## config.mk

```make
export PLATFORM = sky130hd
export DESIGN_NAME = period_locked_pulse_burst
export DESIGN_NICKNAME = d
export VERILOG_FILES = /design/src/rtl/plpb_pkg.sv /design/src/rtl/plpb_math.sv /design/src/rtl/period_locked_pulse_burst.sv
export VERILOG_INCLUDE_DIRS = /design/src /design/src/rtl
export SDC_FILE = /design/constraint.sdc
export NUM_CORES = 1
export LEC_CHECK = 0
export BUFFER_PORTS_ARGS = -buffer_cell sky130_fd_sc_hd__clkbuf_2
export CAP_MARGIN = 5
export CORE_MARGIN = 10
export CORE_UTILIZATION = 30
export DETAILED_ROUTE_END_ITERATION = 6
export MAX_ROUTING_LAYER = met4
export PLACE_DENSITY_LB_ADDON = 0.12
export SLEW_MARGIN = 10
export SYNTH_ARGS = -nofsm -noshare
export SYNTH_HDL_FRONTEND = slang
export SYNTH_SLANG_ARGS = --single-unit
```

## constraint.sdc

```tcl
create_clock -name clk -period 15.2 [get_ports clk]
set_input_delay 2.28 -clock clk [delete_from_list [all_inputs] [get_ports clk]]
set_output_delay 2.28 -clock clk [all_outputs]
set_load 0.1 [all_outputs]
```

## src/rtl/period_locked_pulse_burst_defines.svh

```systemverilog
// Assertion helpers for the period locked pulse burst block.
// Each macro expects signals named clk and rst in the using module.
`ifndef PERIOD_LOCKED_PULSE_BURST_DEFINES_SVH
`define PERIOD_LOCKED_PULSE_BURST_DEFINES_SVH
`ifndef SYNTHESIS
// Check a property at every clock edge outside reset.
`define PLPB_ASSERT(label, prop, msg) \
  label: assert property (@(posedge clk) disable iff (rst) (prop)) else $error(msg);
// Check that a condition is followed by another in the next cycle.
`define PLPB_ASSERT_NEXT(label, pre, post, msg) \
  label: assert property (@(posedge clk) disable iff (rst) (pre) |=> (post)) else $error(msg);
`else
`define PLPB_ASSERT(label, prop, msg)
`define PLPB_ASSERT_NEXT(label, pre, post, msg)
`endif
`endif

```

## src/rtl/plpb_pkg.sv

```systemverilog
package plpb_pkg;

  // Timer and field widths
  localparam int TMR_W   = 24;
  localparam int CNT_W   = 8;
  localparam int DUTY_W  = 11;
  localparam int OFS_W   = 24;
  localparam int DATA_W  = 32;
  localparam int ADDR_W  = 4;

  localparam logic [TMR_W-1:0] TMR_MAX = {TMR_W{1'b1}};

  // Duty scaling and pulse end ratio (end when 1000*elapsed > 999*period)
  localparam int DUTY_SHIFT = 10;
  localparam int THR_NUM_I  = 999;
  localparam int THR_DEN_I  = 1000;
  localparam int DEN_W      = $clog2(THR_DEN_I + 1);

  // Serial arithmetic widths
  localparam int MUL_W  = TMR_W + DUTY_W;
  localparam int DVD_W  = TMR_W + DEN_W;
  localparam int STEP_W = $clog2(DVD_W);

  // Register indexes
  localparam logic [1:0] REG_PPP    = 2'd0;
  localparam logic [1:0] REG_DUTY   = 2'd1;
  localparam logic [1:0] REG_OFFSET = 2'd2;

  // Register reset values
  localparam logic [CNT_W-1:0]  PPP_RST    = CNT_W'(3);
  localparam logic [DUTY_W-1:0] DUTY_RST   = DUTY_W'(512);
  localparam logic [OFS_W-1:0]  OFFSET_RST = OFS_W'(10000);

  // Status and results of the serial arithmetic unit
  typedef struct packed {
    logic             busy;
    logic [TMR_W-1:0] high_time;
    logic [TMR_W-1:0] thr;
  } plpb_math_t;

endpackage

```

## src/rtl/plpb_math.sv

```systemverilog
module plpb_math (
  input  logic                        clk,
  input  logic                        rst,
  input  logic                        start,
  input  logic [plpb_pkg::TMR_W-1:0]  period,
  input  logic [plpb_pkg::CNT_W-1:0]  blen,
  input  logic [plpb_pkg::DUTY_W-1:0] duty,
  output plpb_pkg::plpb_math_t        res
);
  import plpb_pkg::*;

  localparam logic [2:0] M_IDLE    = 3'd0;
  localparam logic [2:0] M_DIV_PP  = 3'd1;
  localparam logic [2:0] M_MUL_HI  = 3'd2;
  localparam logic [2:0] M_MUL_THR = 3'd3;
  localparam logic [2:0] M_DIV_THR = 3'd4;

  localparam logic [DUTY_W-1:0] THR_NUM  = DUTY_W'(THR_NUM_I);
  localparam logic [DEN_W-1:0]  THR_DEN  = DEN_W'(THR_DEN_I);
  localparam logic [STEP_W-1:0] DIV_LAST = STEP_W'(DVD_W - 1);
  localparam logic [STEP_W-1:0] MUL_LAST = STEP_W'(DUTY_W - 1);

  logic [2:0]        mstate;
  logic [STEP_W-1:0] step;
  logic [DVD_W-1:0]  dq;
  logic [DEN_W-1:0]  drem;
  logic [DEN_W-1:0]  dsor;
  logic [TMR_W-1:0]  pp;
  logic [MUL_W-1:0]  prod;
  logic [TMR_W-1:0]  high_time;
  logic [TMR_W-1:0]  thr;

  logic [DEN_W:0]    r_sh;
  logic [DEN_W:0]    r_diff;
  logic              r_ge;
  logic [DEN_W-1:0]  drem_step;
  logic [DVD_W-1:0]  dq_step;
  logic [TMR_W:0]    psum;
  logic [MUL_W-1:0]  prod_step;
  logic [TMR_W:0]    hi_raw;
  logic [TMR_W-1:0]  hi_sat;

  // One restoring divide step: shift in the next dividend bit, try subtract
  assign r_sh      = {drem, dq[DVD_W-1]};
  assign r_diff    = r_sh - {1'b0, dsor};
  assign r_ge      = (r_sh >= {1'b0, dsor});
  assign drem_step = r_ge ? r_diff[DEN_W-1:0] : r_sh[DEN_W-1:0];
  assign dq_step   = {dq[DVD_W-2:0], r_ge};

  // One shift-add multiply step: multiplier bits leave at the bottom
  assign psum      = {1'b0, prod[MUL_W-1:DUTY_W]} + (prod[0] ? {1'b0, pp} : '0);
  assign prod_step = {psum, prod[DUTY_W-1:1]};

  // Scale the duty product and clamp to the timer range
  assign hi_raw = prod_step[MUL_W-1:DUTY_SHIFT];
  assign hi_sat = hi_raw[TMR_W] ? TMR_MAX : hi_raw[TMR_W-1:0];

  // Sequence: period / count, that quotient * duty, that quotient * 999, then / 1000
  always_ff @(posedge clk) begin
    if (rst) begin
      mstate    <= M_IDLE;
      step      <= '0;
      high_time <= '0;
      thr       <= '0;
    end else begin
      unique case (mstate)
        M_IDLE: begin
          if (start) begin
            dq     <= {{DEN_W{1'b0}}, period};
            drem   <= '0;
            dsor   <= {{(DEN_W-CNT_W){1'b0}}, blen};
            step   <= '0;
            mstate <= M_DIV_PP;
          end
        end
        M_DIV_PP: begin
          dq   <= dq_step;
          drem <= drem_step;
          if (step == DIV_LAST) begin
            pp     <= dq_step[TMR_W-1:0];
            prod   <= {{TMR_W{1'b0}}, duty};
            step   <= '0;
            mstate <= M_MUL_HI;
          end else begin
            step <= step + STEP_W'(1);
          end
        end
        M_MUL_HI: begin
          if (step == MUL_LAST) begin
            high_time <= hi_sat;
            prod      <= {{TMR_W{1'b0}}, THR_NUM};
            step      <= '0;
            mstate    <= M_MUL_THR;
          end else begin
            prod <= prod_step;
            step <= step + STEP_W'(1);
          end
        end
        M_MUL_THR: begin
          prod <= prod_step;
          if (step == MUL_LAST) begin
            dq     <= prod_step[DVD_W-1:0];
            drem   <= '0;
            dsor   <= THR_DEN;
            step   <= '0;
            mstate <= M_DIV_THR;
          end else begin
            step <= step + STEP_W'(1);
          end
        end
        M_DIV_THR: begin
          dq   <= dq_step;
          drem <= drem_step;
          if (step == DIV_LAST) begin
            thr    <= dq_step[TMR_W-1:0];
            step   <= '0;
            mstate <= M_IDLE;
          end else begin
            step <= step + STEP_W'(1);
          end
        end
        default: begin
          mstate <= M_IDLE;
        end
      endcase
    end
  end

  assign res.busy      = (mstate != M_IDLE);
  assign res.high_time = high_time;
  assign res.thr       = thr;

endmodule

```

## src/rtl/period_locked_pulse_burst.sv

```systemverilog
// Period locked pulse burst generator. Each input request is one microsecond
// tick with the sampled reference level; each tick gives exactly one result
// request with the trigger level, the lock flag, the latched period and the
// burst busy flag. A tick's result sits in the output register from the next
// cycle if the output is free; a second result slot lets one more tick in
// while the output is stalled. The tick that locks the period starts a
// bit-serial arithmetic unit (a 34-step divide by the pulse count, two
// 11-step shift-add multiplies and a 34-step divide by 1000), so the input
// stalls while the unit is busy, once per reset. Registers sit on an APB-style
// port: pulse count at 0x0, duty in 1/1024 at 0x4, start offset at 0x8.
`include "period_locked_pulse_burst_defines.svh"
module period_locked_pulse_burst (
  input  logic                        clk,
  input  logic                        rst,
  input  logic                        psel,
  input  logic                        penable,
  input  logic                        pwrite,
  input  logic [plpb_pkg::ADDR_W-1:0] paddr,
  input  logic [plpb_pkg::DATA_W-1:0] pwdata,
  output logic [plpb_pkg::DATA_W-1:0] prdata,
  output logic                        pready,
  input  logic                        in_valid,
  output logic                        in_stall,
  input  logic                        ref_level,
  output logic                        out_valid,
  input  logic                        out_stall,
  output logic                        trigger_level,
  output logic                        period_valid,
  output logic [plpb_pkg::TMR_W-1:0]  measured_period,
  output logic                        burst_busy
);
  import plpb_pkg::*;

  localparam logic [1:0] PH_IDLE  = 2'd0;
  localparam logic [1:0] PH_WAIT  = 2'd1;
  localparam logic [1:0] PH_PULSE = 2'd2;
  localparam logic [1:0] LOCK_CNT = 2'd2;

  typedef struct packed {
    logic             trig;
    logic             pvalid;
    logic [TMR_W-1:0] period;
    logic             busy;
  } res_t;

  function automatic logic [TMR_W-1:0] sat_inc(input logic [TMR_W-1:0] v);
    return (v == TMR_MAX) ? v : v + TMR_W'(1);
  endfunction

  // Configuration registers
  logic [CNT_W-1:0]  ppp;
  logic [DUTY_W-1:0] duty;
  logic [OFS_W-1:0]  offset;

  // Tick state
  logic              last_level;
  logic              armed;
  logic [1:0]        rise_cnt;
  logic [TMR_W-1:0]  edge_timer;
  logic [TMR_W-1:0]  period_latched;
  logic [1:0]        phase;
  logic [TMR_W-1:0]  phase_timer;
  logic [CNT_W-1:0]  pulses_done;
  logic              rise_pending;
  logic [TMR_W-1:0]  since_rise;

  // Next values
  logic              armed_next;
  logic [1:0]        rise_cnt_next;
  logic [TMR_W-1:0]  edge_timer_next;
  logic [TMR_W-1:0]  period_latched_next;
  logic [1:0]        phase_next;
  logic [TMR_W-1:0]  phase_timer_next;
  logic [CNT_W-1:0]  pulses_done_next;
  logic              rise_pending_next;
  logic [TMR_W-1:0]  since_rise_next;
  logic              trig_next;

  // Output stage
  res_t              out_res;
  res_t              res_slot;
  logic              res_valid;
  res_t              res_new;
  logic              out_free;

  logic              accept;
  logic              rise;
  logic              fall;
  logic              locked;
  logic              lock_now;
  logic              math_go;
  logic [CNT_W-1:0]  blen;
  logic              cfg_wr;
  plpb_math_t        math;

  assign accept   = in_valid && !in_stall;
  assign rise     = ref_level && !last_level;
  assign fall     = !ref_level && last_level;
  assign locked   = (rise_cnt == LOCK_CNT);
  assign blen     = (ppp == '0) ? CNT_W'(1) : ppp;
  assign lock_now = !locked && rise && armed && (rise_cnt + 2'd1 == LOCK_CNT);
  assign math_go  = accept && lock_now;

  // Configuration port
  assign pready = 1'b1;
  assign cfg_wr = psel && penable && pwrite && pready;

  always_ff @(posedge clk) begin
    if (rst) begin
      ppp    <= PPP_RST;
      duty   <= DUTY_RST;
      offset <= OFFSET_RST;
    end else if (cfg_wr) begin
      unique case (paddr[3:2])
        REG_PPP:    ppp    <= pwdata[CNT_W-1:0];
        REG_DUTY:   duty   <= pwdata[DUTY_W-1:0];
        REG_OFFSET: offset <= pwdata[OFS_W-1:0];
        default: ;
      endcase
    end
  end

  always_comb begin
    unique case (paddr[3:2])
      REG_PPP:    prdata = {{(DATA_W-CNT_W){1'b0}}, ppp};
      REG_DUTY:   prdata = {{(DATA_W-DUTY_W){1'b0}}, duty};
      REG_OFFSET: prdata = {{(DATA_W-OFS_W){1'b0}}, offset};
      default:    prdata = '0;
    endcase
  end

  // Serial divide and multiply for the pulse timing
  plpb_math u_math (
    .clk    (clk),
    .rst    (rst),
    .start  (math_go),
    .period (period_latched_next),
    .blen   (blen),
    .duty   (duty),
    .res    (math)
  );

  // Measure the reference period until locked
  always_comb begin
    armed_next          = armed;
    rise_cnt_next       = rise_cnt;
    edge_timer_next     = edge_timer;
    period_latched_next = period_latched;
    if (!locked) begin
      if (rise) begin
        if (armed) begin
          rise_cnt_next = rise_cnt + 2'd1;
        end
        if (lock_now) begin
          period_latched_next = sat_inc(edge_timer);
        end
        edge_timer_next = '0;
      end else if (fall && !armed) begin
        armed_next      = 1'b1;
        edge_timer_next = '0;
      end else begin
        edge_timer_next = sat_inc(edge_timer);
      end
    end
  end

  // Arm, wait and pulse
  always_comb begin
    rise_pending_next = rise_pending;
    since_rise_next   = sat_inc(since_rise);
    if (locked && rise) begin
      rise_pending_next = 1'b1;
      since_rise_next   = '0;
    end
    phase_next       = phase;
    phase_timer_next = phase_timer;
    pulses_done_next = pulses_done;
    trig_next        = 1'b0;
    if (phase_next == PH_IDLE && rise_pending_next) begin
      rise_pending_next = 1'b0;
      phase_next        = PH_WAIT;
    end
    if (phase_next == PH_WAIT && since_rise_next > offset) begin
      phase_next       = PH_PULSE;
      phase_timer_next = '0;
      pulses_done_next = '0;
    end
    if (phase_next == PH_PULSE) begin
      trig_next = (phase_timer_next <= math.high_time);
      if (phase_timer_next > math.thr) begin
        trig_next        = 1'b0;
        phase_timer_next = '0;
        pulses_done_next = pulses_done_next + CNT_W'(1);
        if (pulses_done_next >= blen) begin
          phase_next = PH_IDLE;
        end
      end else begin
        phase_timer_next = sat_inc(phase_timer_next);
      end
    end else if (phase_next != PH_WAIT) begin
      phase_next = PH_IDLE;
    end
  end

  assign res_new.trig   = trig_next;
  assign res_new.pvalid = (rise_cnt_next == LOCK_CNT);
  assign res_new.period = period_latched_next;
  assign res_new.busy   = (phase_next != PH_IDLE);

  // Advance the tick state on each accepted request
  always_ff @(posedge clk) begin
    if (rst) begin
      last_level     <= 1'b0;
      armed          <= 1'b0;
      rise_cnt       <= '0;
      edge_timer     <= '0;
      period_latched <= '0;
      phase          <= PH_IDLE;
      phase_timer    <= '0;
      pulses_done    <= '0;
      rise_pending   <= 1'b0;
      since_rise     <= '0;
    end else if (accept) begin
      last_level     <= ref_level;
      armed          <= armed_next;
      rise_cnt       <= rise_cnt_next;
      edge_timer     <= edge_timer_next;
      period_latched <= period_latched_next;
      phase          <= phase_next;
      phase_timer    <= phase_timer_next;
      pulses_done    <= pulses_done_next;
      rise_pending   <= rise_pending_next;
      since_rise     <= since_rise_next;
    end
  end

  // Output register with one spare slot; hold input while the slot is full or the math unit is busy
  assign out_free = !out_valid || !out_stall;
  assign in_stall = math.busy || res_valid;

  always_ff @(posedge clk) begin
    if (rst) begin
      out_valid <= 1'b0;
      res_valid <= 1'b0;
    end else if (accept) begin
      if (out_free) begin
        out_valid <= 1'b1;
        out_res   <= res_new;
      end else begin
        res_valid <= 1'b1;
        res_slot  <= res_new;
      end
    end else if (res_valid && out_free) begin
      out_valid <= 1'b1;
      out_res   <= res_slot;
      res_valid <= 1'b0;
    end else if (out_free) begin
      out_valid <= 1'b0;
    end
  end

  assign trigger_level   = out_res.trig;
  assign period_valid    = out_res.pvalid;
  assign measured_period = out_res.period;
  assign burst_busy      = out_res.busy;

  // Bursts and pending rises exist only after lock; math never runs in a burst
  `PLPB_ASSERT(a_burst_after_lock, (phase != PH_IDLE) |-> locked, "burst before period lock")
  `PLPB_ASSERT(a_pending_after_lock, rise_pending |-> locked, "armed rise before period lock")
  `PLPB_ASSERT(a_math_idle_in_burst, (phase != PH_IDLE) |-> !math.busy, "math busy in burst")
  `PLPB_ASSERT_NEXT(a_math_on_lock, math_go, math.busy && locked, "math start without lock")

endmodule

```

==> results of run 1 <==
[state kept, by name (all words and copies together), names as in the netlist, 8 cells and up]
name,count
u_math.prod,35
u_math.dq,34
res_slot,27
edge_timer,24
measured_period,24
offset,24
period_latched,24
phase_timer,24
since_rise,24
u_math.high_time,24
u_math.pp,24
u_math.thr,24
duty,11
u_math.drem,10
u_math.dsor,9
ppp,8
pulses_done,8
[kinds of logic (layout without fill, tap and decap cells)]
group           Yosys count  after routing  share of synthesized area, %
xor+xnor                 74             74                          3.13
flops                   379            379                          44.7
mux                      47             47                          2.33
other cells               2             11                        0.0363
compound gates          539            539                          16.8
simple gates            892            892                          20.6
buf+inv                 247            327                          4.78
fa+ha+maj               125            125                          7.63
[final timing paths]
check                     startpoint                  to  slack (ns)  cells past startpoint
setup / recovery       since_rise[0]      phase_timer[3]        7.78                     23
hold / removal    period_latched[20]  period_latched[20]        0.46                      2
setup reg to reg       since_rise[0]      phase_timer[3]        7.78                     23
hold reg to reg   period_latched[20]  period_latched[20]        0.46                      2
[area by class of cell]
class / count / area (um2) / area share, %
multi-input cells: 1686 / 10600 / 44.7
flip-flops and latches: 379 / 9250 / 39.2
clock buffers: 69 / 1370 / 5.81
well taps: 882 / 1100 / 4.68
repair buffers: 113 / 639 / 2.71
inverters: 124 / 465 / 1.97
clock inverters: 21 / 206 / 0.875
diodes: 2 / 5.00 / 0.0212
[placed cells by master, fill, tap and decap left out, types with 15 or more instances in the layout]
master | Yosys | final
sky130_fd_sc_hd__a211oi_1 | 17 | 16
sky130_fd_sc_hd__a21o_1 | 26 | 26
sky130_fd_sc_hd__a21oi_1 | 170 | 169
sky130_fd_sc_hd__a221oi_1 | 29 | 28
sky130_fd_sc_hd__a22oi_1 | 26 | 26
sky130_fd_sc_hd__and2_1 | 73 | 72
sky130_fd_sc_hd__and3_1 | 26 | 26
sky130_fd_sc_hd__buf_4 | 10 | 27
sky130_fd_sc_hd__clkbuf_16 | 0 | 49
sky130_fd_sc_hd__clkbuf_2 | 2 | 85
sky130_fd_sc_hd__dfxtp_1 | 213 | 213
sky130_fd_sc_hd__edfxtp_1 | 166 | 166
sky130_fd_sc_hd__ha_1 | 123 | 123
sky130_fd_sc_hd__inv_1 | 124 | 124
sky130_fd_sc_hd__mux2i_1 | 38 | 38
sky130_fd_sc_hd__nand2_1 | 302 | 301
sky130_fd_sc_hd__nand2b_1 | 17 | 17
sky130_fd_sc_hd__nand3_1 | 72 | 72
sky130_fd_sc_hd__nand4_1 | 33 | 33
sky130_fd_sc_hd__nor2_1 | 239 | 236
sky130_fd_sc_hd__nor2b_1 | 16 | 16
sky130_fd_sc_hd__nor3_1 | 33 | 31
sky130_fd_sc_hd__o21ai_0 | 134 | 134
sky130_fd_sc_hd__o31ai_1 | 15 | 15
sky130_fd_sc_hd__or3_1 | 15 | 15
sky130_fd_sc_hd__xnor2_1 | 40 | 40
sky130_fd_sc_hd__xor2_1 | 34 | 34
[routing by layer]
layer | global-route usage, % | routed length [um] | share of wire [%]
met3 | 2.88 | 3350 | 5.2
met2 | 25.8 | 29300 | 46
met5 | - | 0 | 0
met1 | 22.0 | 30500 | 47
met4 | 4.02 | 1290 | 2.0
[metrics by stage]
| step | utilization, % | hold WS, ns | cells | cell area [um2] | setup slack (ns) |
|---|---|---|---|---|---|
| finish | 34.5 | 0.457 | 3276 | 23600 | 7.78 |
| floorplan | - | 0.434 | 2312 | 20700 | 7.71 |
| global placement | 32.1 | 0.444 | 3184 | 22000 | 7.35 |
| detailed placement | 32.1 | 0.450 | 3184 | 22000 | 7.24 |
| global route | 34.5 | 0.472 | 3275 | 23600 | 7.04 |
| CTS | 34.4 | 0.459 | 3274 | 23600 | 7.82 |
[worst reg2reg max path, cell delays in order, from the launching register on]
cell                       delay (ns)
sky130_fd_sc_hd__dfxtp_1         0.35
sky130_fd_sc_hd__ha_1            0.23
sky130_fd_sc_hd__and3_1          0.18
sky130_fd_sc_hd__and4_1          0.28
sky130_fd_sc_hd__a41oi_1         0.49
sky130_fd_sc_hd__and3_1          0.45
sky130_fd_sc_hd__nand4_1         0.23
sky130_fd_sc_hd__xor2_1          0.30
sky130_fd_sc_hd__nor2_1          0.07
sky130_fd_sc_hd__ha_1            0.30
sky130_fd_sc_hd__nand3_1         0.16
sky130_fd_sc_hd__nor4_1          0.59
sky130_fd_sc_hd__a31o_2          0.28
sky130_fd_sc_hd__a31o_2          0.46
sky130_fd_sc_hd__and2_1          0.29
sky130_fd_sc_hd__ha_1            0.27
sky130_fd_sc_hd__a22o_1          0.21
sky130_fd_sc_hd__nor4_1          0.20
sky130_fd_sc_hd__o21ai_0         0.23
sky130_fd_sc_hd__a311oi_2        0.53
sky130_fd_sc_hd__o31ai_4         0.28
sky130_fd_sc_hd__nor2_2          0.64
sky130_fd_sc_hd__nand3_1         0.14
sky130_fd_sc_hd__o21ai_0         0.18
[power by group]
part           internal (uW)  switching [uW]  total (uW)
Sequential              1060            4.53        1070
Clock                    693             465        1160
Combinational           20.9            98.6         120
==> impl_metrics.tcl, run 1 <==
set metrics [dict create \
    clock_tree.buffer_depth 3 \
    peakVddDrop_uv 71.0 \
    post-cts-setup-buffer-count 0 \
    die_footprint_um2 79900 \
    crit_family "simple AND/OR/NAND/NOR gates" \
    numCtsBuffers 48 \
    areaGrowthSynthToFinish_pct 14.0 \
    clockRootBuffer "sky130_fd_sc_hd__clkbuf_16" \
    setup.worst_path.start_class "register" \
    synth_cell_type_count 96 \
    die_h_um 283 \
    final_period_minus_worst_setup_slack_ns 7.42 \
    number_of_maximum_capacitance_violations 0 \
    run_status "finished clean" \
    power_uw 2350 \
    die-width_um 283 \
    synth.most_common_cell "sky130_fd_sc_hd__nand2_1" \
    numClockSinks 379 \
    htreeDepth 2 \
    worst-endpoint-required_ns 15.71 \
    synth.largest_area_cell "sky130_fd_sc_hd__edfxtp_1" \
    syn-cell-area_um2 20700 \
    synth_largest_type_area_fraction_pct 24.1 \
    cts_tree "built" \
    maxClockFrequency_mhz 135 \
    wire_length_of_the_first_global_routing_pass_um 99600 \
    post_route_cells_drive_above_1_share_pct 10.1 \
    worst_clock_skew_ns 0.0325 \
    grt_antenna_before_repair 1 \
    worst-endpoint-arrival_ns 7.93 \
    remaining_number_of_nets_flagged_by_the_antenna_check_after_routing 0 \
    drt_drc_violations_left 0 \
    powerDensity_nw_per_um2 99.4 \
    post_drt_via_cell_ratio 5.18 \
    num_rows 96 \
    synth.area.top_cells "sky130_fd_sc_hd__edfxtp_1 (24%), sky130_fd_sc_hd__dfxtp_1 (21%), sky130_fd_sc_hd__ha_1 (7.4%)" \
    synth-async-reset-ratio_pct 0 \
    ios 106 \
    syn-instance-count 2305 \
    worstSkewPairLatency_ns 0.60 \
    detailroute.via_count 17000 \
    number_of_global_route_vias_before_repair 16600 \
    hold_path.class "reg2reg" \
    initial_core_util_pct 30.2 \
    finalSetupViolations 0 \
    critical_path_buf_inv_count 0 \
    nets 2521 \
    synth.ff_latch_count 379 \
    gp_routability_congestion 0.830 \
    worstSetupEndpointType "register" \
    drtIter0Drc 1172 \
    place.port_buffers 86 \
    wl_per_cell_um 19.7 \
    fillerInstances 7075 \
    design.core.area_um2 68500 \
    dominantRegCellSynth "sky130_fd_sc_hd__dfxtp_1" \
    crit_path_frequent_cell "sky130_fd_sc_hd__ha_1" \
    syn_area_per_cell_um2 8.97 \
    cp_slowest_cell "sky130_fd_sc_hd__nor2_2" \
    cts_resized 0 \
    critical_path.max_stage_delay_ns 0.63 \
    total_count_of_max_transition_violations_in_the_final_report 0 \
    setup.worst_path.class "reg2reg" \
    fin_crit_sh_pct 48.8 \
    wirelength_um 64500 \
    global_route.usage.total_pct 16.5 \
    timing_worst_slew_pin_value_ns 1.22 \
    unrepaired_setup_endpoints_after_global_routing "no" \
    post-dp-hpwl_um 46000 \
    gr-total-overflow 0 \
    power_leakage_uw 0.00896 \
    synth-edff-count 166 \
    hold_buffers 0 \
    yosysWarningCount 0 \
    drt-pass1-iter-count 5 \
    largest_net_degree_at_the_start_of_global_routing 73 \
    final_hold_viol_count 0 \
    critical_path.max_fanout 29 \
    worst_slew_margin_rel_pct 18.6 \
    sum_of_negative_setup_slack_ns 0 \
    path_clk_slew_ns 0.06 \
    synth.cells.most_frequent "sky130_fd_sc_hd__nand2_1 (302), sky130_fd_sc_hd__nor2_1 (239), sky130_fd_sc_hd__dfxtp_1 (213)" \
    proportion_of_synthesized_chip_area_in_sequential_cells_pct 44.7 \
    crit_chain "ha_1 > and3_1 > and4_1 > a41oi_1 > and3_1 > nand4_1 > xor2_1 > nor2_1 > ha_1 > nand3_1 > nor4_1 > a31o_2 > a31o_2 > and2_1 > ha_1 > a22o_1 > nor4_1 > o21ai_0 > a311oi_2 > o31ai_4 > nor2_2 > nand3_1 > o21ai_0" \
]
No activity file was read; power rests on OpenSTA's default activity.
==> inputs of run 2 (changes only) <==
==> constraint.sdc (replaced) <==
create_clock -name clk -period 7.1 [get_ports clk]
set_input_delay 1.065 -clock clk [delete_from_list [all_inputs] [get_ports clk]]
set_output_delay 1.065 -clock clk [all_outputs]
set_load 0.1 [all_outputs]
==> impl_metrics.tcl, run 2 (synthesis gave the netlist of run 1 again) <==
set metrics [dict create \
    wl_per_cell_um 19.5 \
    critical_path.max_fanout 25 \
    path_clk_slew_ns 0.06 \
    finalSetupViolations 0 \
    die-width_um 283 \
    drt_drc_violations_left 0 \
    die_footprint_um2 79900 \
    timing.hold.worst_endpoint "period_latched[1]" \
    post_drt_via_cell_ratio 5.17 \
    grt_antenna_before_repair 2 \
    number_of_global_route_vias_before_repair 16600 \
    drt-pass1-iter-count 7 \
    layout.cells.most_common_list "sky130_fd_sc_hd__nand2_1 (301), sky130_fd_sc_hd__nor2_1 (235), sky130_fd_sc_hd__dfxtp_1 (213)" \
    post-dp-hpwl_um 46100 \
    largest_registers "u_math.prod (35), u_math.dq (34), res_slot (27)" \
    clockRootBuffer "sky130_fd_sc_hd__clkbuf_16" \
    place.port_buffers 86 \
    worst-endpoint-arrival_ns 6.98 \
    crit_path_frequent_cell "sky130_fd_sc_hd__ha_1" \
    global_route.usage.total_pct 16.4 \
    die_h_um 283 \
    numClockSinks 379 \
    initial_core_util_pct 30.2 \
    power_leakage_uw 0.00898 \
    drtIter0Drc 1165 \
    largest_register_ff_count 35 \
    largest_net_degree_at_the_start_of_global_routing 84 \
    worst_clock_skew_ns 0.0287 \
    hold-path-cell-count 2 \
    min-delay-start "period_latched[1]" \
    worstSkewPairLatency_ns 0.60 \
    total_area_of_multi_input_combinational_cells_um2 10600 \
    areaGrowthSynthToFinish_pct 14.5 \
    setup.worst_path.start_class "register" \
    nets 2528 \
    gr-total-overflow 0 \
    final_util_pct 34.6 \
    reg2reg_to "trigger_level" \
    wirelength_um 64100 \
    number_of_maximum_capacitance_violations 0 \
    crit_chain "ha_1 > and3_1 > and4_1 > a41oi_1 > and3_2 > and4_1 > xnor2_1 > nor2_1 > ha_1 > nand4_4 > nor4_1 > a21oi_1 > a31o_4 > and2_1 > ha_1 > a211oi_1 > o21ai_0 > a221o_1 > a311oi_2 > nor2_1 > buf_4 > o41ai_1" \
    unrepaired_setup_endpoints_after_global_routing "no" \
    peakVddDrop_uv 143 \
    powerDensity_nw_per_um2 212 \
    cp_slowest_cell "sky130_fd_sc_hd__a311oi_2" \
    timing_worst_slew_pin_value_ns 1.20 \
    most_common_library_cell_in_the_layout_ignoring_fill_and_taps "sky130_fd_sc_hd__nand2_1" \
    clock_tree.buffer_depth 3 \
    num_rows 96 \
    ios 106 \
    htreeDepth 2 \
    numCtsBuffers 48 \
    layout.area.seq_um2 9250 \
    detailroute.via_count 17000 \
    timing.rr.start "since_rise[0]" \
    worstSetupEndpointType "register" \
    sum_of_negative_setup_slack_ns 0 \
    maxClockFrequency_mhz 151 \
    final_hold_viol_count 0 \
    post_route_cells_drive_above_1_share_pct 10.6 \
    fillerInstances 7129 \
    setup.worst_path.class "reg2reg" \
    wire_length_of_the_first_global_routing_pass_um 99000 \
    final_period_minus_worst_setup_slack_ns 6.62 \
    critical_path.max_stage_delay_ns 0.49 \
    hold_path.class "reg2reg" \
    hold_buffers 0 \
    reg2reg_depth 22 \
    top_reg_by_flops "u_math.prod" \
    gp_routability_congestion 0.834 \
    total_count_of_max_transition_violations_in_the_final_report 0 \
    worst_slew_margin_rel_pct 19.8 \
    design.core.area_um2 68500 \
    cts_tree "built" \
    remaining_number_of_nets_flagged_by_the_antenna_check_after_routing 0 \
    run_status "finished clean" \
    worst-endpoint-required_ns 7.46 \
    fin_crit_sh_pct 93.2 \
    ff2ff_setup_slack_ns 0.48 \
]
run 2: worst max path at each step:
stage / cells after the start / start / to / slack, ns
2_1_floorplan: 7 / ref_level / u_math.dq[0] / 0.83
3_3_place_gp: 22 / since_rise[0] / phase_timer[14] / 0.29
3_5_place_dp: 22 / since_rise[0] / phase_timer[14] / 0.27
4_1_cts: 22 / since_rise[0] / phase_timer[14] / 0.22
5_1_grt: 21 / since_rise[10] / trigger_level / 0.03
6_report: 22 / since_rise[0] / trigger_level / 0.48
run 2: worst max-delay path, delay by kind of cell (launching register included):
kind | cells | cell delay, ns
simple gates | 9 | 2.24
fa+ha+maj | 3 | 0.90
xor+xnor | 1 | 0.13
buf+inv | 1 | 0.20
flops | 1 | 0.35
compound gates | 8 | 2.55
run 2: report_power, final:
group | internal [uW] | total (uW) | leakage (uW) | switching (uW)
Clock | 1470 | 2480 | 0.000779 | 1010
Combinational | 45.6 | 257 | 0.00493 | 211
Sequential | 2280 | 2290 | 0.00327 | 9.64
run 2: metal layers:
layer  part of all wire [%]  vias up  global-route usage [%]  wire length [um]
met3                    5.0       98                    3.09              3210
met4                    2.8        0                    5.21              1800
met1                     48     8173                    21.6             30700
li1                       -     8346                       -                 -
met5                      0        -                       -                 0
met2                     44      365                    24.9             28400
run 2: cell type report:
cell class,count,share of cell area (%)
Antenna cell,2,0.0211
Clock buffer,69,5.70
Clock inverter,21,1.07
Inverter,124,1.96
Multi-Input combinational cell,1686,44.6
Sequential cell,379,39.0
Tap cell,882,4.66
Timing Repair Buffer,120,2.97
run 2: through the flow:
step	total power [uW]	worst slack, ns	cell area (um2)	hold slack (ns)	cells
2_1_floorplan	2520	0.827	20700	0.434	2312
3_3_place_gp	2590	0.289	22000	0.444	3189
3_5_place_dp	2590	0.272	22000	0.451	3189
4_1_cts	5100	0.215	23600	0.459	3279
5_1_grt	5200	0.0301	23700	0.486	3283
6_report	5020	0.481	23700	0.456	3283
run 2: timing repair:
action | 4_1_cts | 5_1_grt
setup buffers | 0 | 2
gates resized for setup | 0 | 3
endpoints found under the setup margin | 0 | 29
==> inputs of run 3 (changes only) <==
--- a/config.mk
+++ b/config.mk
@@ -11,7 +11,6 @@
 export CORE_MARGIN = 10
 export CORE_UTILIZATION = 30
 export DETAILED_ROUTE_END_ITERATION = 6
-export MAX_ROUTING_LAYER = met4
 export PLACE_DENSITY_LB_ADDON = 0.12
 export SLEW_MARGIN = 10
 export SYNTH_ARGS = -nofsm -noshare
==> impl_metrics.tcl, run 3 (synthesis gave the netlist of run 1 again) <==
set metrics [dict create \
    worstSetupEndpointType "register" \
    layout.cells.most_common_list "sky130_fd_sc_hd__nand2_1 (301), sky130_fd_sc_hd__nor2_1 (235), sky130_fd_sc_hd__dfxtp_1 (213)" \
    numClockSinks 379 \
    htreeDepth 2 \
    run_status "finished clean" \
    sum_of_negative_setup_slack_ns 0 \
    timing.rr.start "since_rise[0]" \
    detailroute.via_count 16900 \
    most_common_library_cell_in_the_layout_ignoring_fill_and_taps "sky130_fd_sc_hd__nand2_1" \
    worst-endpoint-required_ns 7.47 \
    clockRootBuffer "sky130_fd_sc_hd__clkbuf_16" \
    worst_clock_skew_ns 0.0297 \
    post_drt_via_cell_ratio 5.16 \
    nets 2528 \
    unrepaired_setup_endpoints_after_global_routing "no" \
    wl_per_cell_um 19.6 \
    timing_worst_slew_pin_value_ns 1.22 \
    ff2ff_setup_slack_ns 0.48 \
    number_of_maximum_capacitance_violations 0 \
    largest_registers "u_math.prod (35), u_math.dq (34), res_slot (27)" \
    post-dp-hpwl_um 46100 \
    gr-total-overflow 0 \
    finalSetupViolations 0 \
    largest_net_degree_at_the_start_of_global_routing 84 \
    min-delay-start "period_latched[7]" \
    design.core.area_um2 68500 \
    timing.hold.worst_endpoint "period_latched[7]" \
    hold-path-cell-count 2 \
    final_util_pct 34.6 \
    path_clk_slew_ns 0.06 \
    number_of_global_route_vias_before_repair 16600 \
    setup.worst_path.class "reg2reg" \
    final_hold_viol_count 0 \
    drtIter0Drc 1165 \
    worst_slew_margin_rel_pct 18.4 \
    final_period_minus_worst_setup_slack_ns 6.62 \
    num_antenna_cells 0 \
    hold_buffers 0 \
    areaGrowthSynthToFinish_pct 14.5 \
    die_footprint_um2 79900 \
    wirelength_um 64200 \
    drt-pass1-iter-count 5 \
    power_leakage_uw 0.00898 \
    remaining_number_of_nets_flagged_by_the_antenna_check_after_routing 0 \
    cts_tree "built" \
    clock_tree.buffer_depth 3 \
    fin_crit_sh_pct 93.2 \
    top_reg_by_flops "u_math.prod" \
    wire_length_of_the_first_global_routing_pass_um 99100 \
    reg2reg_to "trigger_level" \
    hold_path.class "reg2reg" \
    place.port_buffers 86 \
    die_h_um 283 \
    grt_antenna_before_repair 2 \
    maxClockFrequency_mhz 151 \
    initial_core_util_pct 30.2 \
    global_route.usage.total_pct 15.9 \
    numCtsBuffers 48 \
    num_rows 96 \
    worst-endpoint-arrival_ns 6.98 \
    worstSkewPairLatency_ns 0.60 \
    setup.worst_path.start_class "register" \
    drt_drc_violations_left 0 \
    die-width_um 283 \
    post_route_cells_drive_above_1_share_pct 10.6 \
    reg2reg_depth 22 \
    total_count_of_max_transition_violations_in_the_final_report 0 \
    ios 106 \
    critical_path.max_fanout 25 \
    largest_register_ff_count 35 \
    gp_routability_congestion 0.822 \
    powerDensity_nw_per_um2 212 \
    peakVddDrop_uv 142 \
]
## run 3: cell types whose count changed in the layout (fill, tap and decap cells not counted)
cell	previous run	this run
sky130_fd_sc_hd__diode_2	2	0
## run 3: layout make-up
| class | instances | area [um2] |
|---|---|---|
| Fill cell | 7129 | 44800 |
| Clock buffer | 69 | 1350 |
| Inverter | 124 | 465 |
| Sequential cell | 379 | 9250 |
| Timing Repair Buffer | 120 | 704 |
| Multi-Input combinational cell | 1686 | 10600 |
| Clock inverter | 21 | 253 |
| Tap cell | 882 | 1100 |
## run 3: how the worst max path moves through the flow
stage	start	cells past startpoint	slack (ns)	end
6_report	since_rise[0]	22	0.48	trigger_level
5_1_grt	since_rise[10]	21	0.03	trigger_level
4_1_cts	since_rise[0]	22	0.22	phase_timer[14]
3_5_place_dp	since_rise[0]	22	0.27	phase_timer[14]
3_3_place_gp	since_rise[0]	22	0.29	phase_timer[14]
2_1_floorplan	ref_level	7	0.83	u_math.dq[0]
## run 3: report_power, final
part | internal (uW) | switching (uW)
combinational | 45.5 | 211
clock | 1470 | 1010
sequential | 2280 | 9.55
total | 3800 | 1230
## run 3: metrics by stage
step           hold slack, ns  instance area [um2]  total power (uW)  std cells  setup slack, ns
2_1_floorplan           0.434                20700              2520       2312            0.827
3_3_place_gp            0.444                22000              2590       3189            0.289
3_5_place_dp            0.451                22000              2590       3189            0.272
4_1_cts                 0.459                23600              5100       3279            0.215
5_1_grt                 0.486                23700              5200       3281           0.0307
6_report                0.457                23700              5020       3281            0.482
## run 3: layer usage
layer  global-route usage, %  routed length [um]
met1                    21.5               30500
met2                    24.9               28300
met3                    3.32                3470
met4                    5.21                1820
met5                       0                  17
## run 3: what timing repair did
action	4_1_cts	5_1_grt
resized for setup	0	3
endpoints found under the setup margin	0	29
buffers inserted	0	2
## run 3: critical path: stages (launching register included)
cell and delay (ns):
sky130_fd_sc_hd__dfxtp_1 0.35, sky130_fd_sc_hd__ha_1 0.23, sky130_fd_sc_hd__and3_1 0.18, sky130_fd_sc_hd__and4_1 0.27
sky130_fd_sc_hd__a41oi_1 0.43, sky130_fd_sc_hd__and3_2 0.38, sky130_fd_sc_hd__and4_1 0.28, sky130_fd_sc_hd__xnor2_1 0.13
sky130_fd_sc_hd__nor2_1 0.07, sky130_fd_sc_hd__ha_1 0.37, sky130_fd_sc_hd__nand4_4 0.15, sky130_fd_sc_hd__nor4_1 0.48
sky130_fd_sc_hd__a21oi_1 0.18, sky130_fd_sc_hd__a31o_4 0.34, sky130_fd_sc_hd__and2_1 0.22, sky130_fd_sc_hd__ha_1 0.29
sky130_fd_sc_hd__a211oi_1 0.23, sky130_fd_sc_hd__o21ai_0 0.13, sky130_fd_sc_hd__a221o_1 0.35, sky130_fd_sc_hd__a311oi_2 0.49
sky130_fd_sc_hd__nor2_1 0.21, sky130_fd_sc_hd__buf_4 0.20, sky130_fd_sc_hd__o41ai_1 0.40
